<file path="src/hw/rtl/assert_macros.svh">
// Assertion macros for the RTL of the splitter; the sds_core module uses them.
`ifndef ASSERT_MACROS_SVH
`define ASSERT_MACROS_SVH

// Checks a property on every rising edge of clock while reset is low.
`define SDS_ASSERT(label, prop, msg) \
   label: assert property (@(posedge clock) disable iff (reset) (prop)) else $error(msg);

// Checks that a condition never holds.
`define SDS_NEVER(label, cond, msg) \
   `SDS_ASSERT(label, !(cond), msg)

`endif

</file>
<file path="src/hw/rtl/sds_pkg.sv">
// Package with constants, types and helper functions of the delimiter splitter.
package sds_pkg;

   localparam int MAX_DELIM_LEN = 8;
   localparam int BYTE_W        = 8;
   localparam int LEN_W         = 4;
   localparam int DELIM_W       = 64;
   localparam int COUNT_W       = 16;
   localparam int FILL_W        = $clog2(MAX_DELIM_LEN + 1);
   localparam int CMP_W         = (LEN_W > FILL_W) ? LEN_W : FILL_W;
   localparam int DELIM_BYTES_N = DELIM_W / BYTE_W;
   localparam int CSR_IDX_W     = 1;
   localparam int CSR_DATA_W    = DELIM_W;

   localparam logic [CSR_IDX_W-1:0] CSR_DELIM_LEN   = CSR_IDX_W'(0);
   localparam logic [CSR_IDX_W-1:0] CSR_DELIM_BYTES = CSR_IDX_W'(1);

   localparam logic KIND_DATA = 1'b0;
   localparam logic KIND_END  = 1'b1;
   localparam logic OUT_BYTE  = 1'b0;
   localparam logic OUT_END   = 1'b1;

   localparam logic [LEN_W-1:0]   DELIM_LEN_RESET   = LEN_W'(1);
   localparam logic [DELIM_W-1:0] DELIM_BYTES_RESET = DELIM_W'(44);
   localparam logic [COUNT_W-1:0] COUNT_MAX         = '1;

   typedef logic [BYTE_W-1:0]  byte_type;
   typedef logic [FILL_W-1:0]  fill_type;
   typedef logic [COUNT_W-1:0] count_type;

   typedef struct packed {
      logic      out_kind;
      byte_type  out_byte;
      logic      final_token;
      count_type token_count;
      logic      last;
   } sds_result_type;

   typedef struct packed {
      logic produce;
      logic retire;
   } sds_step_type;

   function automatic byte_type delim_byte(input logic [DELIM_W-1:0] delim, input int idx);
      byte_type b;
      b = '0;
      if (idx < DELIM_BYTES_N) begin
         b = delim[idx*BYTE_W +: BYTE_W];
      end
      return b;
   endfunction

   function automatic count_type count_inc(input count_type c);
      return (c == COUNT_MAX) ? c : c + COUNT_W'(1);
   endfunction

endpackage

</file>
<file path="src/hw/rtl/sds_channels.sv">
// Valid/ready channel interfaces for the splitter requests and results.
interface sds_req_if import sds_pkg::*; ();
   logic     valid;
   logic     ready;
   logic     kind;
   byte_type data_byte;

   modport source (output valid, output kind, output data_byte, input ready);
   modport sink (input valid, input kind, input data_byte, output ready);
endinterface

interface sds_rsp_if import sds_pkg::*; ();
   logic      valid;
   logic      ready;
   logic      out_kind;
   byte_type  out_byte;
   logic      final_token;
   count_type token_count;
   logic      last;

   modport source (output valid, output out_kind, output out_byte, output final_token,
                   output token_count, output last, input ready);
   modport sink (input valid, input out_kind, input out_byte, input final_token,
                 input token_count, input last, output ready);
endinterface

</file>
<file path="src/hw/rtl/sds_core.sv">
// Delimiter window, token state and step logic: one result per enabled cycle.
`include "assert_macros.svh"

module sds_core import sds_pkg::*; (
   input  logic                clock,
   input  logic                reset,
   input  logic [LEN_W-1:0]    delim_len,
   input  logic [DELIM_W-1:0]  delim_bytes,
   input  logic                step_en,
   input  logic                item_kind,
   input  byte_type            item_byte,
   output sds_step_type        step,
   output sds_result_type      result
);

   byte_type  window_ff [MAX_DELIM_LEN];
   byte_type  window_in [MAX_DELIM_LEN];
   byte_type  cand      [MAX_DELIM_LEN];
   fill_type  fill_ff, fill_in;
   logic      has_bytes_ff, has_bytes_in;
   logic      skip_used_ff, skip_used_in;
   count_type tokens_ff, tokens_in;
   fill_type  len_eff;
   logic      pre_pop;
   logic      match;

   always_comb begin
      if (CMP_W'(delim_len) > CMP_W'(MAX_DELIM_LEN)) begin
         len_eff = FILL_W'(MAX_DELIM_LEN);
      end else begin
         len_eff = FILL_W'(delim_len);
      end

      match = 1'b1;
      for (int i = 0; i < MAX_DELIM_LEN; i++) begin
         cand[i] = (FILL_W'(i) == fill_ff) ? item_byte : window_ff[i];
         if (FILL_W'(i) < len_eff && cand[i] != delim_byte(delim_bytes, i)) begin
            match = 1'b0;
         end
      end

      if (item_kind == KIND_END) begin
         pre_pop = (fill_ff != '0);
      end else begin
         pre_pop = (fill_ff != '0) && (fill_ff >= len_eff);
      end
   end

   always_comb begin
      window_in    = window_ff;
      fill_in      = fill_ff;
      has_bytes_in = has_bytes_ff;
      skip_used_in = skip_used_ff;
      tokens_in    = tokens_ff;
      step         = '0;
      result       = '{out_kind: OUT_BYTE, out_byte: '0, final_token: 1'b0,
                       token_count: tokens_ff, last: 1'b1};

      if (pre_pop) begin
         // The oldest window byte leaves before the request itself is handled.
         for (int i = 0; i < MAX_DELIM_LEN - 1; i++) begin
            window_in[i] = window_ff[i+1];
         end
         fill_in         = fill_ff - FILL_W'(1);
         has_bytes_in    = 1'b1;
         step.produce    = 1'b1;
         result.out_byte = window_ff[0];
         result.last     = 1'b0;
      end else if (item_kind == KIND_END) begin
         step.produce       = 1'b1;
         step.retire        = 1'b1;
         result.out_kind    = OUT_END;
         result.final_token = 1'b1;
         result.token_count = count_inc(tokens_ff);
         fill_in            = '0;
         has_bytes_in       = 1'b0;
         skip_used_in       = 1'b0;
         tokens_in          = '0;
      end else if (len_eff == '0) begin
         step.produce    = 1'b1;
         step.retire     = 1'b1;
         result.out_byte = item_byte;
         has_bytes_in    = 1'b1;
      end else if ((fill_ff + FILL_W'(1)) == len_eff) begin
         step.retire = 1'b1;
         if (match) begin
            if (!has_bytes_ff && !skip_used_ff) begin
               skip_used_in = 1'b1;
               fill_in      = '0;
            end else begin
               step.produce       = 1'b1;
               result.out_kind    = OUT_END;
               result.token_count = count_inc(tokens_ff);
               tokens_in          = count_inc(tokens_ff);
               has_bytes_in       = 1'b0;
               skip_used_in       = 1'b0;
               fill_in            = '0;
            end
         end else begin
            for (int i = 0; i < MAX_DELIM_LEN - 1; i++) begin
               window_in[i] = cand[i+1];
            end
            step.produce    = 1'b1;
            result.out_byte = cand[0];
            has_bytes_in    = 1'b1;
         end
      end else begin
         step.retire = 1'b1;
         window_in   = cand;
         fill_in     = fill_ff + FILL_W'(1);
      end
   end

   always_ff @(posedge clock) begin
      if (reset) begin
         fill_ff      <= '0;
         has_bytes_ff <= 1'b0;
         skip_used_ff <= 1'b0;
         tokens_ff    <= '0;
      end else if (step_en) begin
         fill_ff      <= fill_in;
         has_bytes_ff <= has_bytes_in;
         skip_used_ff <= skip_used_in;
         tokens_ff    <= tokens_in;
      end
   end

   always_ff @(posedge clock) begin
      if (step_en) begin
         window_ff <= window_in;
      end
   end

   `SDS_NEVER(a_fill_bound, fill_ff > FILL_W'(MAX_DELIM_LEN), "window fill out of range")
   `SDS_ASSERT(a_hold_emits, step_en && !step.retire |-> step.produce && !result.last, "held request step without result")
   `SDS_ASSERT(a_end_clears, step_en && step.retire && item_kind == KIND_END |=> tokens_ff == '0 && fill_ff == '0, "end of string did not clear state")

endmodule

</file>
<file path="src/hw/rtl/sds_out_reg.sv">
// Result register that holds one result until the consumer takes it.
module sds_out_reg import sds_pkg::*; (
   input  logic            clock,
   input  logic            reset,
   input  logic            load,
   input  sds_result_type  result,
   output logic            slot_free,
   sds_rsp_if.source       rsp_chan
);

   logic           valid_ff, valid_in;
   sds_result_type result_ff;

   assign slot_free = !valid_ff || rsp_chan.ready;

   always_comb begin
      valid_in = valid_ff;
      if (load) begin
         valid_in = 1'b1;
      end else if (rsp_chan.ready) begin
         valid_in = 1'b0;
      end
   end

   always_ff @(posedge clock) begin
      if (reset) begin
         valid_ff <= 1'b0;
      end else begin
         valid_ff <= valid_in;
      end
   end

   always_ff @(posedge clock) begin
      if (load) begin
         result_ff <= result;
      end
   end

   assign rsp_chan.valid       = valid_ff;
   assign rsp_chan.out_kind    = result_ff.out_kind;
   assign rsp_chan.out_byte    = result_ff.out_byte;
   assign rsp_chan.final_token = result_ff.final_token;
   assign rsp_chan.token_count = result_ff.token_count;
   assign rsp_chan.last        = result_ff.last;

endmodule

</file>
<file path="src/hw/rtl/string_delimiter_splitter_top.sv">
// Top level of the multi-byte delimiter string splitter.
// Each request is a string byte or an end-of-string mark; the block returns
// token bytes and token ends, one result per cycle while the consumer is ready.
// A request that yields at most one result retires as it is handled, so a new
// request is taken every cycle while the result register has room. A request
// that first has to push out held window bytes (end of string, or a data byte
// after the delimiter length was lowered) is held while the single result
// register sends them out. The window compare is combinational and parallel.
module string_delimiter_splitter_top import sds_pkg::*; (
   input  logic                   clock,
   input  logic                   reset,
   input  logic                   csr_wr_en,
   input  logic [CSR_IDX_W-1:0]   csr_index,
   input  logic [CSR_DATA_W-1:0]  csr_wr_data,
   sds_req_if.sink                req_chan,
   sds_rsp_if.source              rsp_chan
);

   logic [LEN_W-1:0]   delim_len_ff, delim_len_in;
   logic [DELIM_W-1:0] delim_bytes_ff, delim_bytes_in;
   logic               item_valid_ff, item_valid_in;
   logic               item_kind_ff;
   byte_type           item_byte_ff;
   logic               accept;
   logic               slot_free;
   logic               step_en;
   sds_step_type       step;
   sds_result_type     result;

   always_comb begin
      delim_len_in   = delim_len_ff;
      delim_bytes_in = delim_bytes_ff;
      if (csr_wr_en) begin
         case (csr_index)
            CSR_DELIM_LEN: begin
               delim_len_in = csr_wr_data[LEN_W-1:0];
            end
            CSR_DELIM_BYTES: begin
               delim_bytes_in = csr_wr_data[DELIM_W-1:0];
            end
            default: begin
               delim_len_in = delim_len_ff;
            end
         endcase
      end
   end

   assign step_en        = item_valid_ff && slot_free;
   assign req_chan.ready = !item_valid_ff || (step_en && step.retire);
   assign accept         = req_chan.valid && req_chan.ready;

   always_comb begin
      item_valid_in = item_valid_ff;
      if (accept) begin
         item_valid_in = 1'b1;
      end else if (step_en && step.retire) begin
         item_valid_in = 1'b0;
      end
   end

   always_ff @(posedge clock) begin
      if (reset) begin
         delim_len_ff   <= DELIM_LEN_RESET;
         delim_bytes_ff <= DELIM_BYTES_RESET;
         item_valid_ff  <= 1'b0;
      end else begin
         delim_len_ff   <= delim_len_in;
         delim_bytes_ff <= delim_bytes_in;
         item_valid_ff  <= item_valid_in;
      end
   end

   always_ff @(posedge clock) begin
      if (accept) begin
         item_kind_ff <= req_chan.kind;
         item_byte_ff <= req_chan.data_byte;
      end
   end

   sds_core u_core (
      .clock       (clock),
      .reset       (reset),
      .delim_len   (delim_len_ff),
      .delim_bytes (delim_bytes_ff),
      .step_en     (step_en),
      .item_kind   (item_kind_ff),
      .item_byte   (item_byte_ff),
      .step        (step),
      .result      (result)
   );

   sds_out_reg u_out_reg (
      .clock     (clock),
      .reset     (reset),
      .load      (step_en && step.produce),
      .result    (result),
      .slot_free (slot_free),
      .rsp_chan  (rsp_chan)
   );

endmodule

</file>
<file path="src/flat_wrapper.sv">
// flat-port wrapper written by rule: the top's interface ports become plain ports
module string_delimiter_splitter_top_flat import sds_pkg::*;
  (clock, reset, csr_wr_en, csr_index, csr_wr_data, req_chan_valid, req_chan_kind, req_chan_data_byte, req_chan_ready, rsp_chan_valid, rsp_chan_out_kind, rsp_chan_out_byte, rsp_chan_final_token, rsp_chan_token_count, rsp_chan_last, rsp_chan_ready);
  sds_req_if req_chan_i ();
  sds_rsp_if rsp_chan_i ();
  input  logic clock;
  input  logic reset;
  input  logic csr_wr_en;
  input  logic [CSR_IDX_W-1:0] csr_index;
  input  logic [CSR_DATA_W-1:0] csr_wr_data;
  input wire logic [$bits(req_chan_i.valid)-1:0] req_chan_valid;
  input wire logic [$bits(req_chan_i.kind)-1:0] req_chan_kind;
  input wire logic [$bits(req_chan_i.data_byte)-1:0] req_chan_data_byte;
  output wire logic [$bits(req_chan_i.ready)-1:0] req_chan_ready;
  output wire logic [$bits(rsp_chan_i.valid)-1:0] rsp_chan_valid;
  output wire logic [$bits(rsp_chan_i.out_kind)-1:0] rsp_chan_out_kind;
  output wire logic [$bits(rsp_chan_i.out_byte)-1:0] rsp_chan_out_byte;
  output wire logic [$bits(rsp_chan_i.final_token)-1:0] rsp_chan_final_token;
  output wire logic [$bits(rsp_chan_i.token_count)-1:0] rsp_chan_token_count;
  output wire logic [$bits(rsp_chan_i.last)-1:0] rsp_chan_last;
  input wire logic [$bits(rsp_chan_i.ready)-1:0] rsp_chan_ready;
  assign req_chan_i.valid = req_chan_valid;
  assign req_chan_i.kind = req_chan_kind;
  assign req_chan_i.data_byte = req_chan_data_byte;
  assign req_chan_ready = req_chan_i.ready;
  assign rsp_chan_valid = rsp_chan_i.valid;
  assign rsp_chan_out_kind = rsp_chan_i.out_kind;
  assign rsp_chan_out_byte = rsp_chan_i.out_byte;
  assign rsp_chan_final_token = rsp_chan_i.final_token;
  assign rsp_chan_token_count = rsp_chan_i.token_count;
  assign rsp_chan_last = rsp_chan_i.last;
  assign rsp_chan_i.ready = rsp_chan_ready;
  string_delimiter_splitter_top u_core (.clock(clock), .reset(reset), .csr_wr_en(csr_wr_en), .csr_index(csr_index), .csr_wr_data(csr_wr_data), .req_chan(req_chan_i), .rsp_chan(rsp_chan_i));
endmodule
</file>
<file path="config.mk">
export PLATFORM = sky130hd
export DESIGN_NAME = string_delimiter_splitter_top_flat
export DESIGN_NICKNAME = d
export VERILOG_FILES = /design/src/hw/rtl/sds_pkg.sv /design/src/hw/rtl/sds_channels.sv /design/src/hw/rtl/sds_core.sv /design/src/hw/rtl/sds_out_reg.sv /design/src/hw/rtl/string_delimiter_splitter_top.sv /design/src/flat_wrapper.sv
export VERILOG_INCLUDE_DIRS = /design/src /design/src/hw/rtl
export SDC_FILE = /design/constraint.sdc
export NUM_CORES = 1
export LEC_CHECK = 0
export BUFFER_PORTS_ARGS = -buffer_cell sky130_fd_sc_hd__buf_4
export CAP_MARGIN = 20
export CORE_AREA = 2 2 155 157
export DETAILED_ROUTE_END_ITERATION = 7
export DIE_AREA = 0 0 157 159
export GPL_ROUTABILITY_DRIVEN = 0
export PLACE_DENSITY = 0.68
export SYNTH_ARGS = -nofsm -noshare
export SYNTH_HDL_FRONTEND = slang
export SYNTH_SLANG_ARGS = --single-unit
</file>
<file path="constraint.sdc">
create_clock -name clock -period 7.02 [get_ports clock]
set_input_delay 1.404 -clock clock [delete_from_list [all_inputs] [get_ports clock]]
set_output_delay 1.404 -clock clock [all_outputs]
set_load 0.03 [all_outputs]
</file>
==> results.cfg <==
[timing]
drv_slew = 0
period_minus_slack_ns = 5.11
worst_pin_slew_ns = 1.01
setup_viol = 0
maxSlewHeadroom_pct = 32.2
finalHoldViolCount = 0
fin_skew_ns = 0.0147
post-route-period-util_pct = 72.8
fmax_mhz = 196
finalSetupTns_ns = 0
rsz0062_at_grt = no

[synthesis]
yosysWarnings = 0
synth_ff_type = edfxtp_1
synth_cells = 1235
ys_ff_latch = 192
synth.distinct_cells = 81
synth-async-reset-ratio_pct = 0
yosys.area_share.simple_pct = 18.6
synth_nets = 1323
synth_area_um2 = 10800
synthMuxAreaShare_pct = 2.89
synth-compound-area-share_pct = 23.3
synth_edf_count = 100
synth_fa_ha_area_share_pct = 1.04
synth_top_family_by_area = compound AO/OA/AOI/OAI gates
synth_xor_area_share_pct = 3.73
syn_avg_cell_area_um2 = 8.74
ys_seq_area_share_pct = 44.9

[power_and_ir_drop]
seq_power_share_pct = 35.0
p_sw_share_pct = 43.4
irDropWorstVdd_mv = 0.256
p_int_mw = 2.88
p_leak_nw = 4.65
p_comb_share_pct = 45.4
power.density_nw_per_um2 = 409
p_sw_mw = 2.20
clkPwrFrac_pct = 19.6

[route]
antenna_left = 0
finalWirelength_mm = 30.9
wl_met2_mm = 14.3
viasPerCell = 6.04
vias = 9850
dr.first_iter.drc_count = 1311
routed.top_layer = met4
met3_length_mm = 2.25
wl_met1_mm = 13.5
wl_per_cell_um = 19.0
first_pass_iters = 8
drc = 0

[critical_path]
cp_cell_sequence = nor2b_1 > ha_1 > nand2b_1 > a21o_1 > a21o_1 > a211oi_1 > nor2_4 > inv_1 > nand3_1 > nand2_1 > buf_4
crit_path_end_kind = output port
cp-start-kind = register
timing.rr.start = u_core.u_core.fill_ff[2]
crit_fanout = 13
path_delay_family = compound AO/OA/AOI/OAI gates
path_buf_inv = 2
slowest_stage = a211oi_1
ff2ff_path_depth = 12
r2r_end = u_core.u_core.window_ff[46]
cpPeakStageDelay_ns = 0.67
crit_top_cell = a21o_1
critPathRequiredTime_ns = 5.62
cp.arrival_ns = 3.71
reg2reg_slack_ns = 1.96
setup.worst_path.class = reg -> out

[floorplanning]
io_pins = 108
initial_core_util_pct = 46.5
design.core.area_um2 = 23200
fp-row-count = 56
die_h_um = 159
dieArea_um2 = 25000
die_x_um = 157

[min_path]
worst_hold_startpoint = u_core.delim_bytes_ff[38]
hold_class = reg -> reg
hold_end = u_core.delim_bytes_ff[38]
holdPathStages = 2

[cells_and_area]
fin_area_um2 = 12400
multi_input_area_um2 = 5370
area_growth_pct = 15.2
fillers = 2127
register_area_um2 = 4840
layout_commonest_cell = nand2_1
layoutNonFillerInstCount = 1632
fin_nets = 1388
drive_above_1_share_pct = 14.5
final_cell_mix = nand2_1 (251), buf_4 (123), a21oi_1 (111)
n_antenna_cell = 0

[clocking]
holdBufCountCts = 0
root_buffer = clkbuf_16
worstSkewPairLatency_ns = 0.45
htreeDepth = 4
cts_tree = built
cts_buffers = 17
clkSinkCount = 192
cts_repair_resize_count = 0
post_cts_buffers = 0
path_clk_slew_ns = 0.08
cts.path.max_buffers = 2

[global_routing]
grt_overflow = 0
antenna_found_initial = 0
grt_max_degree = 74
grt_pass1_wl_mm = 49.1
grt_pass1_vias = 9132
track_usage_pct = 24.6

[place]
placed_area_um2 = 11800
dp_cells = 1599
port_buffers = 107
hpwl_mm = 20.9

[run]
cap_violations = 0

[run_status]
outcome = complete, no violations
## cell usage after synthesis, drive strengths merged (8+ instances only)
cell / number / area (µm²)
nor2b: 10 / 62.6
o21ai: 69 / 360
dfxtp: 92 / 1840
o221ai: 10 / 87.6
a22o: 9 / 78.8
buf: 20 / 126
nand2b: 9 / 56.3
nand2: 252 / 946
nor4: 8 / 50.1
nor3: 28 / 145
a31oi: 10 / 62.6
nand3: 21 / 105
inv: 70 / 263
a21oi: 113 / 573
nand4: 9 / 56.3
mux2i: 30 / 300
ha: 9 / 113
clkbuf: 58 / 218
o22ai: 31 / 194
nor2: 69 / 259
xor2: 17 / 149
a32o: 18 / 180
a222oi: 37 / 370
xnor2: 29 / 254
edfxtp: 100 / 3000
## per-layer routing
metal	track usage (%)	vias up
met1	34.7	4685
met3	3.84	59
met5	0	-
li1	-	4647
met2	38.5	459
met4	8.72	0
## sequential cells by signal, indices dropped and copies added, names as in the netlist, 4 cells and up
signal,flops
u_core.u_out_reg.rsp_chan.out_byte,8
u_core.delim_len_ff,4
u_core.u_out_reg.rsp_chan.token_count,16
u_core.delim_bytes_ff,64
u_core.u_core.tokens_ff,16
u_core.u_core.window_ff,64
u_core.u_core.fill_ff,4
u_core.item_byte_ff,8
## worst min-delay path, cell delays in order (launching register included)
cell and delay, ns:
dfxtp_1 0.33, nand2_1 0.05, a21oi_1 0.05
## per-stage QoR
stage                     hold WS (ns)  worst slack [ns]  power (mW)  utilization, %
after CTS                        0.477              1.91        5.04            53.5
after global routing             0.497              1.55        5.36            53.6
final                            0.476              1.91        5.08            53.6
after detailed placement         0.466              1.96        4.04            50.9
after floorplan                  0.446             0.128        3.42               -
after global placement           0.465              2.17        4.00            50.9
## worst max path at each step
stage	start	end	slack [ns]	depth (start not counted)
after floorplan	u_core.u_core.fill_ff[0]	u_core.u_core.window_ff[10]	0.13	15
after global placement	u_core.u_core.fill_ff[2]	u_core.u_core.window_ff[55]	2.17	12
after detailed placement	u_core.u_core.fill_ff[2]	u_core.u_core.window_ff[46]	1.96	12
after CTS	u_core.delim_len_ff[0]	req_chan_ready	1.91	11
after global routing	u_core.u_core.fill_ff[2]	u_core.u_core.window_ff[48]	1.55	12
final	u_core.delim_len_ff[0]	req_chan_ready	1.91	11
## kinds of logic after synthesis
logic type               count (synthesis)
AND/OR/NAND/NOR                        445
flip-flops                             192
adder cells (fa/ha/maj)                  9
multiplexers                            31
XOR/XNOR                                46
AO/OA/AOI/OAI                          364
buffers and inverters                  148
## power groups by stage
stage / clock, mW / combinational, mW / sequential [mW]
6_report: 0.995 / 2.31 / 1.78
5_1_grt: 1.05 / 2.51 / 1.80
3_5_place_dp: 0 / 2.25 / 1.79
3_3_place_gp: 0 / 2.21 / 1.79
2_1_floorplan: 0 / 1.66 / 1.76
4_1_cts: 1.01 / 2.26 / 1.77
## area by class of cell
| type | instances | share of cell area, % |
|---|---|---|
| tap | 319 | 3.21 |
| sequential | 192 | 39.0 |
| inverter | 70 | 2.11 |
| timing repair buffer | 124 | 7.49 |
| clock inverter | 15 | 1.54 |
| multi-input combinational | 895 | 43.2 |
| clock buffer | 17 | 3.42 |
No activity file was read; power rests on OpenSTA's default activity.
